File: config.mk
export PLATFORM = sky130hd
export DESIGN_NAME = run_class_pattern_matcher_unit
export DESIGN_NICKNAME = d
export VERILOG_FILES = /design/src/rtl/rcpm_pkg.sv /design/src/rtl/rcpm_kmp_core.sv /design/src/rtl/run_class_pattern_matcher_unit.sv
export SDC_FILE = /design/constraint.sdc
export NUM_CORES = 1
export LEC_CHECK = 0
export ABC_AREA = 1
export BUFFER_PORTS_ARGS = -buffer_cell sky130_fd_sc_hd__buf_4
export CAP_MARGIN = 20
export CORE_UTILIZATION = 55
export CTS_BUF_LIST = sky130_fd_sc_hd__clkbuf_4 sky130_fd_sc_hd__clkbuf_8
export DETAILED_ROUTE_END_ITERATION = 8
export PLACE_DENSITY = 0.81
export SKIP_CTS_REPAIR_TIMING = 1
export SLEW_MARGIN = 10
export SYNTH_ARGS = -nofsm -noshare
export SYNTH_HDL_FRONTEND = slang
export SYNTH_SLANG_ARGS = --single-unit
File: constraint.sdc
create_clock -name clock -period 3.1 [get_ports clock]
set_input_delay 0.93 -clock clock [delete_from_list [all_inputs] [get_ports clock]]
set_output_delay 0.93 -clock clock [all_outputs]
set_load 0.02 [all_outputs]
File: src/rtl/rcpm_pkg.sv
// Shared types, constants and a helper function for the run-class pattern matcher.
`default_nettype none

package rcpm_pkg;

   // Default longest pattern in class symbols.
   localparam int MAX_PATTERN_DEFAULT = 8;

   // Widths fixed by the register map and the stream payload.
   localparam int PIXEL_W       = 8;
   localparam int LEN_REG_W     = 4;
   localparam int SYM_REG_W     = 16;
   localparam int CSR_INDEX_W   = 1;
   localparam int CSR_DATA_W    = 16;
   localparam int TDATA_IN_W    = 8;
   localparam int TDATA_OUT_W   = 8;
   localparam int CLASS_W       = 2;
   localparam int REG_SYM_COUNT = SYM_REG_W / CLASS_W;

   // Register indexes on the configuration port.
   localparam logic [CSR_INDEX_W-1:0] REG_PATTERN_LENGTH  = 1'b0;
   localparam logic [CSR_INDEX_W-1:0] REG_PATTERN_SYMBOLS = 1'b1;

   // Register reset values: pattern 1,3,2,3,1.
   localparam logic [LEN_REG_W-1:0] PATTERN_LENGTH_RESET  = 4'd5;
   localparam logic [SYM_REG_W-1:0] PATTERN_SYMBOLS_RESET = 16'd493;

   // Pixel class codes.
   localparam logic [CLASS_W-1:0] CLASS_OTHER = 2'd0;
   localparam logic [CLASS_W-1:0] CLASS_BLACK = 2'd1;
   localparam logic [CLASS_W-1:0] CLASS_GRAY  = 2'd2;
   localparam logic [CLASS_W-1:0] CLASS_WHITE = 2'd3;

   localparam logic [PIXEL_W-1:0] PIXEL_BLACK = 8'd0;
   localparam logic [PIXEL_W-1:0] PIXEL_GRAY  = 8'd128;
   localparam logic [PIXEL_W-1:0] PIXEL_WHITE = 8'd255;

   // Command handed to the matcher core with each pixel.
   typedef struct packed {
      logic                new_row;
      logic                run_start;
      logic [CLASS_W-1:0]  sym;
   } kmp_cmd_type;

   // Status returned by the matcher core.
   typedef struct packed {
      logic done;
      logic found;
      logic match_now;
   } kmp_status_type;

   typedef enum logic [1:0] {
      TOP_IDLE,
      TOP_RUN,
      TOP_EMIT
   } top_state_type;

   typedef enum logic [2:0] {
      KMP_IDLE,
      KMP_BUILD,
      KMP_BUILD_WAIT,
      KMP_MATCH,
      KMP_FALL_WAIT,
      KMP_FINAL_WAIT
   } kmp_state_type;

   function automatic logic [CLASS_W-1:0] class_of(input logic [PIXEL_W-1:0] value);
      logic [CLASS_W-1:0] result;
      unique case (value)
         PIXEL_BLACK: result = CLASS_BLACK;
         PIXEL_GRAY:  result = CLASS_GRAY;
         PIXEL_WHITE: result = CLASS_WHITE;
         default:     result = CLASS_OTHER;
      endcase
      return result;
   endfunction

endpackage

`default_nettype wire

File: src/rtl/rcpm_kmp_core.sv
// Pattern matcher core: failure-table build and search, table held in a synchronous memory.
`default_nettype none

module rcpm_kmp_core #(
   parameter int MAX_PATTERN = rcpm_pkg::MAX_PATTERN_DEFAULT
) (
   input  wire logic                                 clock,
   input  wire logic                                 reset,
   input  wire logic                                 start,
   input  wire rcpm_pkg::kmp_cmd_type                cmd,
   input  wire logic [rcpm_pkg::LEN_REG_W-1:0]       pattern_length,
   input  wire logic [rcpm_pkg::SYM_REG_W-1:0]       pattern_symbols,
   output      rcpm_pkg::kmp_status_type             status
);

   localparam int LW = $clog2(MAX_PATTERN + 1);
   localparam int IW = $clog2(MAX_PATTERN);
   localparam int PW = rcpm_pkg::CLASS_W * MAX_PATTERN;

   // Failure table memory, one port each for write and read.
   logic [IW-1:0] ft_mem [MAX_PATTERN];
   logic          ft_we;
   logic [IW-1:0] ft_waddr;
   logic [IW-1:0] ft_wdata;
   logic [IW-1:0] ft_raddr;
   logic [IW-1:0] ft_rdata_ff;

   rcpm_pkg::kmp_state_type state_ff, state_in;

   logic [PW-1:0]                   pat_ff, pat_in;
   logic [LW-1:0]                   pat_len_ff, pat_len_in;
   logic [LW-1:0]                   i_ff, i_in;
   logic [IW-1:0]                   t_ff, t_in;
   logic [LW-1:0]                   j_ff, j_in;
   logic [rcpm_pkg::CLASS_W-1:0]    sym_ff, sym_in;
   logic                            found_ff, found_in;
   logic                            now_ff, now_in;
   logic                            done_ff, done_in;

   logic [PW-1:0]                   pat_load;
   logic [LW-1:0]                   len_load;
   logic [rcpm_pkg::CLASS_W-1:0]    sym_i, sym_t, sym_j;
   logic [LW-1:0]                   j_next;

   // Symbols past the register read as class zero.
   for (genvar k = 0; k < MAX_PATTERN; k++) begin : g_pat
      if (k < rcpm_pkg::REG_SYM_COUNT) begin : g_reg
         assign pat_load[rcpm_pkg::CLASS_W*k +: rcpm_pkg::CLASS_W] =
            pattern_symbols[rcpm_pkg::CLASS_W*k +: rcpm_pkg::CLASS_W];
      end else begin : g_zero
         assign pat_load[rcpm_pkg::CLASS_W*k +: rcpm_pkg::CLASS_W] = rcpm_pkg::CLASS_OTHER;
      end
   end

   always_comb begin
      if (pattern_length == '0) begin
         len_load = LW'(1);
      end else if (32'(pattern_length) > MAX_PATTERN) begin
         len_load = LW'(MAX_PATTERN);
      end else begin
         len_load = LW'(pattern_length);
      end
   end

   assign sym_i = pat_ff[{i_ff[IW-1:0], 1'b0} +: rcpm_pkg::CLASS_W];
   assign sym_t = pat_ff[{t_ff, 1'b0} +: rcpm_pkg::CLASS_W];
   assign sym_j = pat_ff[{j_ff[IW-1:0], 1'b0} +: rcpm_pkg::CLASS_W];
   assign j_next = j_ff + LW'(sym_j == sym_ff);

   always_comb begin
      state_in   = state_ff;
      pat_in     = pat_ff;
      pat_len_in = pat_len_ff;
      i_in       = i_ff;
      t_in       = t_ff;
      j_in       = j_ff;
      sym_in     = sym_ff;
      found_in   = found_ff;
      now_in     = now_ff;
      done_in    = 1'b0;
      ft_we      = 1'b0;
      ft_waddr   = '0;
      ft_wdata   = '0;
      ft_raddr   = '0;

      unique case (state_ff)
         rcpm_pkg::KMP_IDLE: begin
            if (start) begin
               now_in = 1'b0;
               sym_in = cmd.sym;
               if (cmd.new_row) begin
                  pat_in     = pat_load;
                  pat_len_in = len_load;
                  found_in   = 1'b0;
                  j_in       = '0;
                  i_in       = LW'(1);
                  t_in       = '0;
                  ft_we      = 1'b1;
                  ft_waddr   = '0;
                  ft_wdata   = '0;
                  state_in   = rcpm_pkg::KMP_BUILD;
               end else if (cmd.run_start) begin
                  if (j_ff >= pat_len_ff) begin
                     j_in = '0;
                  end
                  state_in = rcpm_pkg::KMP_MATCH;
               end else begin
                  done_in = 1'b1;
               end
            end
         end

         rcpm_pkg::KMP_BUILD: begin
            if (i_ff >= pat_len_ff) begin
               state_in = rcpm_pkg::KMP_MATCH;
            end else if (sym_i == sym_t) begin
               ft_we    = 1'b1;
               ft_waddr = i_ff[IW-1:0];
               ft_wdata = t_ff + 1'b1;
               t_in     = t_ff + 1'b1;
               i_in     = i_ff + 1'b1;
            end else if (t_ff != '0) begin
               ft_raddr = t_ff - 1'b1;
               state_in = rcpm_pkg::KMP_BUILD_WAIT;
            end else begin
               ft_we    = 1'b1;
               ft_waddr = i_ff[IW-1:0];
               ft_wdata = '0;
               i_in     = i_ff + 1'b1;
            end
         end

         rcpm_pkg::KMP_BUILD_WAIT: begin
            t_in     = ft_rdata_ff;
            state_in = rcpm_pkg::KMP_BUILD;
         end

         rcpm_pkg::KMP_MATCH: begin
            if (j_ff != '0 && sym_j != sym_ff) begin
               ft_raddr = IW'(j_ff - 1'b1);
               state_in = rcpm_pkg::KMP_FALL_WAIT;
            end else if (j_next >= pat_len_ff) begin
               // Full match: fall back so overlapping matches are still seen.
               now_in   = 1'b1;
               found_in = 1'b1;
               ft_raddr = IW'(pat_len_ff - 1'b1);
               state_in = rcpm_pkg::KMP_FINAL_WAIT;
            end else begin
               j_in     = j_next;
               done_in  = 1'b1;
               state_in = rcpm_pkg::KMP_IDLE;
            end
         end

         rcpm_pkg::KMP_FALL_WAIT: begin
            j_in     = LW'(ft_rdata_ff);
            state_in = rcpm_pkg::KMP_MATCH;
         end

         rcpm_pkg::KMP_FINAL_WAIT: begin
            j_in     = LW'(ft_rdata_ff);
            done_in  = 1'b1;
            state_in = rcpm_pkg::KMP_IDLE;
         end

         default: begin
            state_in = rcpm_pkg::KMP_IDLE;
         end
      endcase
   end

   always_ff @(posedge clock) begin
      if (ft_we) begin
         ft_mem[ft_waddr] <= ft_wdata;
      end
      ft_rdata_ff <= ft_mem[ft_raddr];
   end

   always_ff @(posedge clock) begin
      if (reset) begin
         state_ff <= rcpm_pkg::KMP_IDLE;
         j_ff     <= '0;
         found_ff <= 1'b0;
         now_ff   <= 1'b0;
         done_ff  <= 1'b0;
      end else begin
         state_ff <= state_in;
         j_ff     <= j_in;
         found_ff <= found_in;
         now_ff   <= now_in;
         done_ff  <= done_in;
      end
   end

   always_ff @(posedge clock) begin
      pat_ff     <= pat_in;
      pat_len_ff <= pat_len_in;
      i_ff       <= i_in;
      t_ff       <= t_in;
      sym_ff     <= sym_in;
   end

   assign status.done      = done_ff;
   assign status.found     = found_ff;
   assign status.match_now = now_ff;

endmodule

`default_nettype wire

File: src/rtl/run_class_pattern_matcher_unit.sv
// Top level of the run-class pattern matcher: stream handshake, run detection and result register.
`default_nettype none

// Each pixel of a row collapses with its run into a class symbol (0, 128, 255 or other) on the
// first pixel of the run, and the symbol is searched for the configured pattern with a
// Knuth-Morris-Pratt matcher whose failure table sits in a registered-read memory. One pixel
// is in work at a time and every pixel returns one result. A pixel that continues a run is
// answered from the idle state; a pixel that starts a run goes through the match state, with a
// wait state for each fallback through the failure table and another after a full match, since
// every table read waits on the memory. The first pixel of a row also builds the table from the
// pattern latched then. Register writes take effect with the next row. The next pixel is taken
// while a finished result still waits in the output register.
module run_class_pattern_matcher_unit #(
   parameter int MAX_PATTERN = rcpm_pkg::MAX_PATTERN_DEFAULT
) (
   input  wire logic                                 clock,
   input  wire logic                                 reset,
   // Pixel stream.
   input  wire logic                                 req_tvalid,
   output      logic                                 req_tready,
   input  wire logic [rcpm_pkg::TDATA_IN_W-1:0]      req_tdata,  // [7:0] pixel
   input  wire logic                                 req_tlast,  // last_pixel
   // Result stream.
   output      logic                                 rsp_tvalid,
   input  wire logic                                 rsp_tready,
   output      logic [rcpm_pkg::TDATA_OUT_W-1:0]     rsp_tdata,  // [0] found, [1] match_now
   output      logic                                 rsp_tlast,  // row_done
   // Register writes.
   input  wire logic                                 csr_we,
   input  wire logic [rcpm_pkg::CSR_INDEX_W-1:0]     csr_index,
   input  wire logic [rcpm_pkg::CSR_DATA_W-1:0]      csr_wdata
);

   rcpm_pkg::top_state_type state_ff, state_in;

   logic [rcpm_pkg::LEN_REG_W-1:0]  len_reg_ff;
   logic [rcpm_pkg::SYM_REG_W-1:0]  sym_reg_ff;

   logic [rcpm_pkg::PIXEL_W-1:0]    prev_pixel_ff, prev_pixel_in;
   logic                            row_started_ff, row_started_in;
   logic                            last_ff, last_in;

   logic                            rsp_valid_ff, rsp_valid_in;
   logic                            rsp_found_ff, rsp_found_in;
   logic                            rsp_now_ff, rsp_now_in;
   logic                            rsp_last_ff, rsp_last_in;

   logic                            accept;
   logic                            out_free;
   logic [rcpm_pkg::PIXEL_W-1:0]    pixel;
   rcpm_pkg::kmp_cmd_type           cmd;
   rcpm_pkg::kmp_status_type        status;

   assign pixel    = req_tdata[rcpm_pkg::PIXEL_W-1:0];
   assign accept   = req_tvalid && req_tready;
   assign out_free = !rsp_valid_ff || rsp_tready;

   assign cmd.new_row   = !row_started_ff;
   assign cmd.run_start = !row_started_ff || (pixel != prev_pixel_ff);
   assign cmd.sym       = rcpm_pkg::class_of(pixel);

   rcpm_kmp_core #(
      .MAX_PATTERN (MAX_PATTERN)
   ) u_kmp (
      .clock           (clock),
      .reset           (reset),
      .start           (accept),
      .cmd             (cmd),
      .pattern_length  (len_reg_ff),
      .pattern_symbols (sym_reg_ff),
      .status          (status)
   );

   always_comb begin
      state_in       = state_ff;
      prev_pixel_in  = prev_pixel_ff;
      row_started_in = row_started_ff;
      last_in        = last_ff;
      rsp_valid_in   = rsp_valid_ff && !rsp_tready;
      rsp_found_in   = rsp_found_ff;
      rsp_now_in     = rsp_now_ff;
      rsp_last_in    = rsp_last_ff;
      req_tready     = 1'b0;

      unique case (state_ff)
         rcpm_pkg::TOP_IDLE: begin
            req_tready = 1'b1;
            if (req_tvalid) begin
               last_in        = req_tlast;
               // The row's run tracking restarts after its last pixel.
               prev_pixel_in  = req_tlast ? '0 : pixel;
               row_started_in = !req_tlast;
               state_in       = rcpm_pkg::TOP_RUN;
            end
         end

         rcpm_pkg::TOP_RUN: begin
            if (status.done) begin
               state_in = out_free ? rcpm_pkg::TOP_IDLE : rcpm_pkg::TOP_EMIT;
            end
         end

         rcpm_pkg::TOP_EMIT: begin
            if (out_free) begin
               state_in = rcpm_pkg::TOP_IDLE;
            end
         end

         default: begin
            state_in = rcpm_pkg::TOP_IDLE;
         end
      endcase

      // The core holds its result until the next pixel starts it again.
      if (((state_ff == rcpm_pkg::TOP_RUN) && status.done) ||
          (state_ff == rcpm_pkg::TOP_EMIT)) begin
         if (out_free) begin
            rsp_valid_in = 1'b1;
            rsp_found_in = status.found;
            rsp_now_in   = status.match_now;
            rsp_last_in  = last_ff;
         end
      end
   end

   always_ff @(posedge clock) begin
      if (reset) begin
         state_ff       <= rcpm_pkg::TOP_IDLE;
         len_reg_ff     <= rcpm_pkg::PATTERN_LENGTH_RESET;
         sym_reg_ff     <= rcpm_pkg::PATTERN_SYMBOLS_RESET;
         prev_pixel_ff  <= '0;
         row_started_ff <= 1'b0;
         rsp_valid_ff   <= 1'b0;
      end else begin
         state_ff       <= state_in;
         prev_pixel_ff  <= prev_pixel_in;
         row_started_ff <= row_started_in;
         rsp_valid_ff   <= rsp_valid_in;
         if (csr_we) begin
            unique case (csr_index)
               rcpm_pkg::REG_PATTERN_LENGTH:
                  len_reg_ff <= csr_wdata[rcpm_pkg::LEN_REG_W-1:0];
               rcpm_pkg::REG_PATTERN_SYMBOLS:
                  sym_reg_ff <= csr_wdata[rcpm_pkg::SYM_REG_W-1:0];
               default: begin
               end
            endcase
         end
      end
   end

   always_ff @(posedge clock) begin
      last_ff      <= last_in;
      rsp_found_ff <= rsp_found_in;
      rsp_now_ff   <= rsp_now_in;
      rsp_last_ff  <= rsp_last_in;
   end

   assign rsp_tvalid = rsp_valid_ff;
   assign rsp_tdata  = {{(rcpm_pkg::TDATA_OUT_W-2){1'b0}}, rsp_now_ff, rsp_found_ff};
   assign rsp_tlast  = rsp_last_ff;

endmodule

`default_nettype wire

==> results.py <==
metrics = {
    "timing": {
        "tightest_slew_ns": 0.702,
        "fin_crit_ns": 3.13,
        "setup_violations": 1,
        "finalClockSkew_ns": 0.0150,
        "fmax_mhz": 320,
        "whs_ns": 0.440,
        "fin_setup_tns_ns": -0.0292,
        "relSlewSlack": 0.532,
        "hold_viol_final": 0,
        "worst_slack_ns": -0.0292,
        "finalCritPeriodShare": 1.01,
        "rsz0062_at_grt": "yes",
        "slew_viol_final": 0,
    },
    "global_route": {
        "gr-usage-met3": 0.0568,
        "grt_usage": 0.241,
        "grt_pass1_vias": 4297,
        "grtUsageMet1": 0.305,
        "top_usage_layer": "met2",
        "grt_pass1_wl_microns": 19400,
        "grt.overflow.total": 0,
        "grt_max_degree": 25,
        "antenna_found_initial": 0,
        "globalRouteMet2Util": 0.403,
    },
    "floorplan": {
        "fp.dieH_microns": 102,
        "num_rows": 36,
        "coreArea_sq_um": 9730,
        "die_w_microns": 102,
        "start_util": 0.564,
        "dieArea_sq_um": 10400,
        "ioPinCount": 42,
    },
    "power_and_ir_drop": {
        "power_density_nw_per_um2": 789,
        "combPwrFrac": 0.452,
        "ir_drop_v": 0.000362,
        "intPower_mw": 2.93,
        "switchingPower_mw": 2.07,
        "power.share.sequential": 0.379,
        "leakage_nw": 2.91,
        "p_clk_frac": 0.169,
        "p_sw_frac": 0.414,
        "finalPower_mw": 5.00,
    },
    "routing": {
        "drt.antenna.violating_nets": 0,
        "wl_per_cell_microns": 14.3,
        "num_vias": 4580,
        "drt_pass1_iterations": 7,
        "viasPerCell": 5.35,
        "routed_wl_microns": 12200,
        "drc_errors": 1,
        "drtIter0Drc": 245,
    },
    "cells_and_area": {
        "stdcell_count": 856,
        "multi_input_area_sq_um": 2460,
        "layout_common_cells": "nand2_1, inv_1, nor2_1, edfxtp_1, buf_4",
        "final_common_cell": "nand2_1",
        "seq_area_sq_um": 2620,
        "final_core_util": 0.651,
        "n_fill_cell": 801,
        "fin_nets": 770,
        "diodes": 0,
        "syn2layout_area_growth_pct": 15.4,
        "fin_area_sq_um": 6340,
        "drive_gt1_frac": 0.216,
    },
    "hold_path": {
        "min_to": "u_kmp.pat_ff[3]",
        "hp-start": "sym_reg_ff[3]",
        "min_path_type": "register to register",
        "min_delay_path_depth": 0,
    },
    "setup_path": {
        "rr_endpoint": "u_kmp.ft_rdata_ff[2]",
        "critPathRequiredTime_ns": 3.43,
        "r2r_cells": 26,
        "critPathSlowestCell": "dfxtp_4",
        "worstSetupEndpointType": "register",
        "worst-path-buf-inv": 4,
        "path_class": "register to register",
        "r2r_slack_ns": -0.03,
        "start_kind": "register",
        "critical_path.max_stage_delay_ns": 0.38,
        "cp_max_fo": 8,
        "r2r_start": "u_kmp.j_ff[0]",
        "cp_data_arrival_time_ns": 3.45,
        "cp_top_family": "simple AND/OR/NAND/NOR gates",
        "crit_top_cell": "nand2_1",
    },
    "synthesis": {
        "yosysSeqAreaShare": 0.476,
        "ys_types": 37,
        "synthTopCellsByArea": "edfxtp_1, dfxtp_1, nand2_1",
        "syn-cell-area_sq_um": 5490,
        "yosys_warnings": 0,
        "synth_largest_area_cell": "edfxtp_1",
        "avgSynthCellArea_sq_um": 8.17,
        "synth-seq-cells": 102,
        "synth_top_area_frac": 0.312,
        "syn_inst": 672,
    },
    "clock_tree": {
        "h-tree-depth": 3,
        "clk_root_buffer_cell": "clkbuf_8",
        "clk_pin_slew_ns": 0.10,
        "cts_tree": "done",
        "cts.sinks": 102,
        "cts_made_buffers": 9,
        "cts_buffer_depth": 2,
        "clk_latency_ns": 0.37,
    },
    "placed_design": {
        "dp_slack_ns": -0.156,
        "gp_congestion": 0.977,
        "placed_area_sq_um": 5880,
        "portBuffers": 35,
        "hpwlAfterDp_microns": 8540,
        "dp_cells": 834,
    },
    "status": {
        "status": "finished with violations",
        "violations": "DRC, setup timing",
    },
    "flow_run": {
        "cap_viol_max_count": 0,
    },
}
metal layers:
layer	vias to the layer above	wire length [microns]
met5	-	0
met3	37	635
met4	0	346
met2	173	5980
li1	2260	-
met1	2110	5250
area by class of cell:
cell class,instances,area share
multi-input combinational,429,0.388
clock inverter,6,0.00987
tap,133,0.0263
clock buffer,10,0.0207
sequential,102,0.413
inverter,120,0.0715
timing repair buffer,56,0.0711
flip-flops by register name, summed over array words and instances, names as in the netlist, 3 cells and up:
register and count:
sym_reg_ff 16, u_kmp.ft_mem 24, u_kmp.pat_ff 16, u_kmp.state_ff 3, u_kmp.ft_rdata_ff 3, u_kmp.i_ff 4
u_kmp.j_ff 4, u_kmp.t_ff 3, prev_pixel_ff 8, u_kmp.pat_len_ff 4, len_reg_ff 4
how the worst max path moves through the flow:
| stage | startpoint | to | slack, ns | cells past startpoint |
|---|---|---|---|---|
| global placement | u_kmp.j_ff[0] | u_kmp.ft_rdata_ff[2] | -0.04 | 27 |
| detailed placement | u_kmp.j_ff[0] | u_kmp.ft_rdata_ff[2] | -0.16 | 26 |
| floorplan | u_kmp.j_ff[0] | u_kmp.ft_rdata_ff[1] | 0.08 | 27 |
| global route | u_kmp.j_ff[0] | u_kmp.ft_rdata_ff[1] | -0.22 | 26 |
| finish | u_kmp.j_ff[0] | u_kmp.ft_rdata_ff[2] | -0.03 | 26 |
| CTS | u_kmp.j_ff[0] | u_kmp.ft_rdata_ff[2] | -0.24 | 26 |
cells in the mapped netlist (all sizes together):
library cell    n
a21oi          30
a22oi           1
and3            1
buf            18
clkbuf         10
clkinv          1
conb            1
dfxtp          45
edfxtp         57
ha             21
inv           119
nand2         142
nand3          63
nand4           8
nor2           66
nor3            8
nor4            4
o211ai         10
o21a            1
o21ai          42
o21bai          1
o22ai           8
or2             6
xnor2           5
xor2            4
cells by family after synthesis:
family          synth area share
xor+xnor                  0.0144
compound gates            0.0939
fa+ha+maj                 0.0478
other cells             0.000683
simple gates               0.250
buf+inv                    0.118
flops                      0.476
power groups by stage:
stage / combinational [mW] / sequential [mW] / clock (mW)
5_1_grt: 2.52 / 1.92 / 0.910
2_1_floorplan: 1.57 / 1.80 / 0
3_3_place_gp: 1.86 / 1.89 / 0
4_1_cts: 1.95 / 1.87 / 0.854
3_5_place_dp: 1.94 / 1.90 / 0
6_report: 2.26 / 1.89 / 0.844
Power figures use the tool's default switching activity.
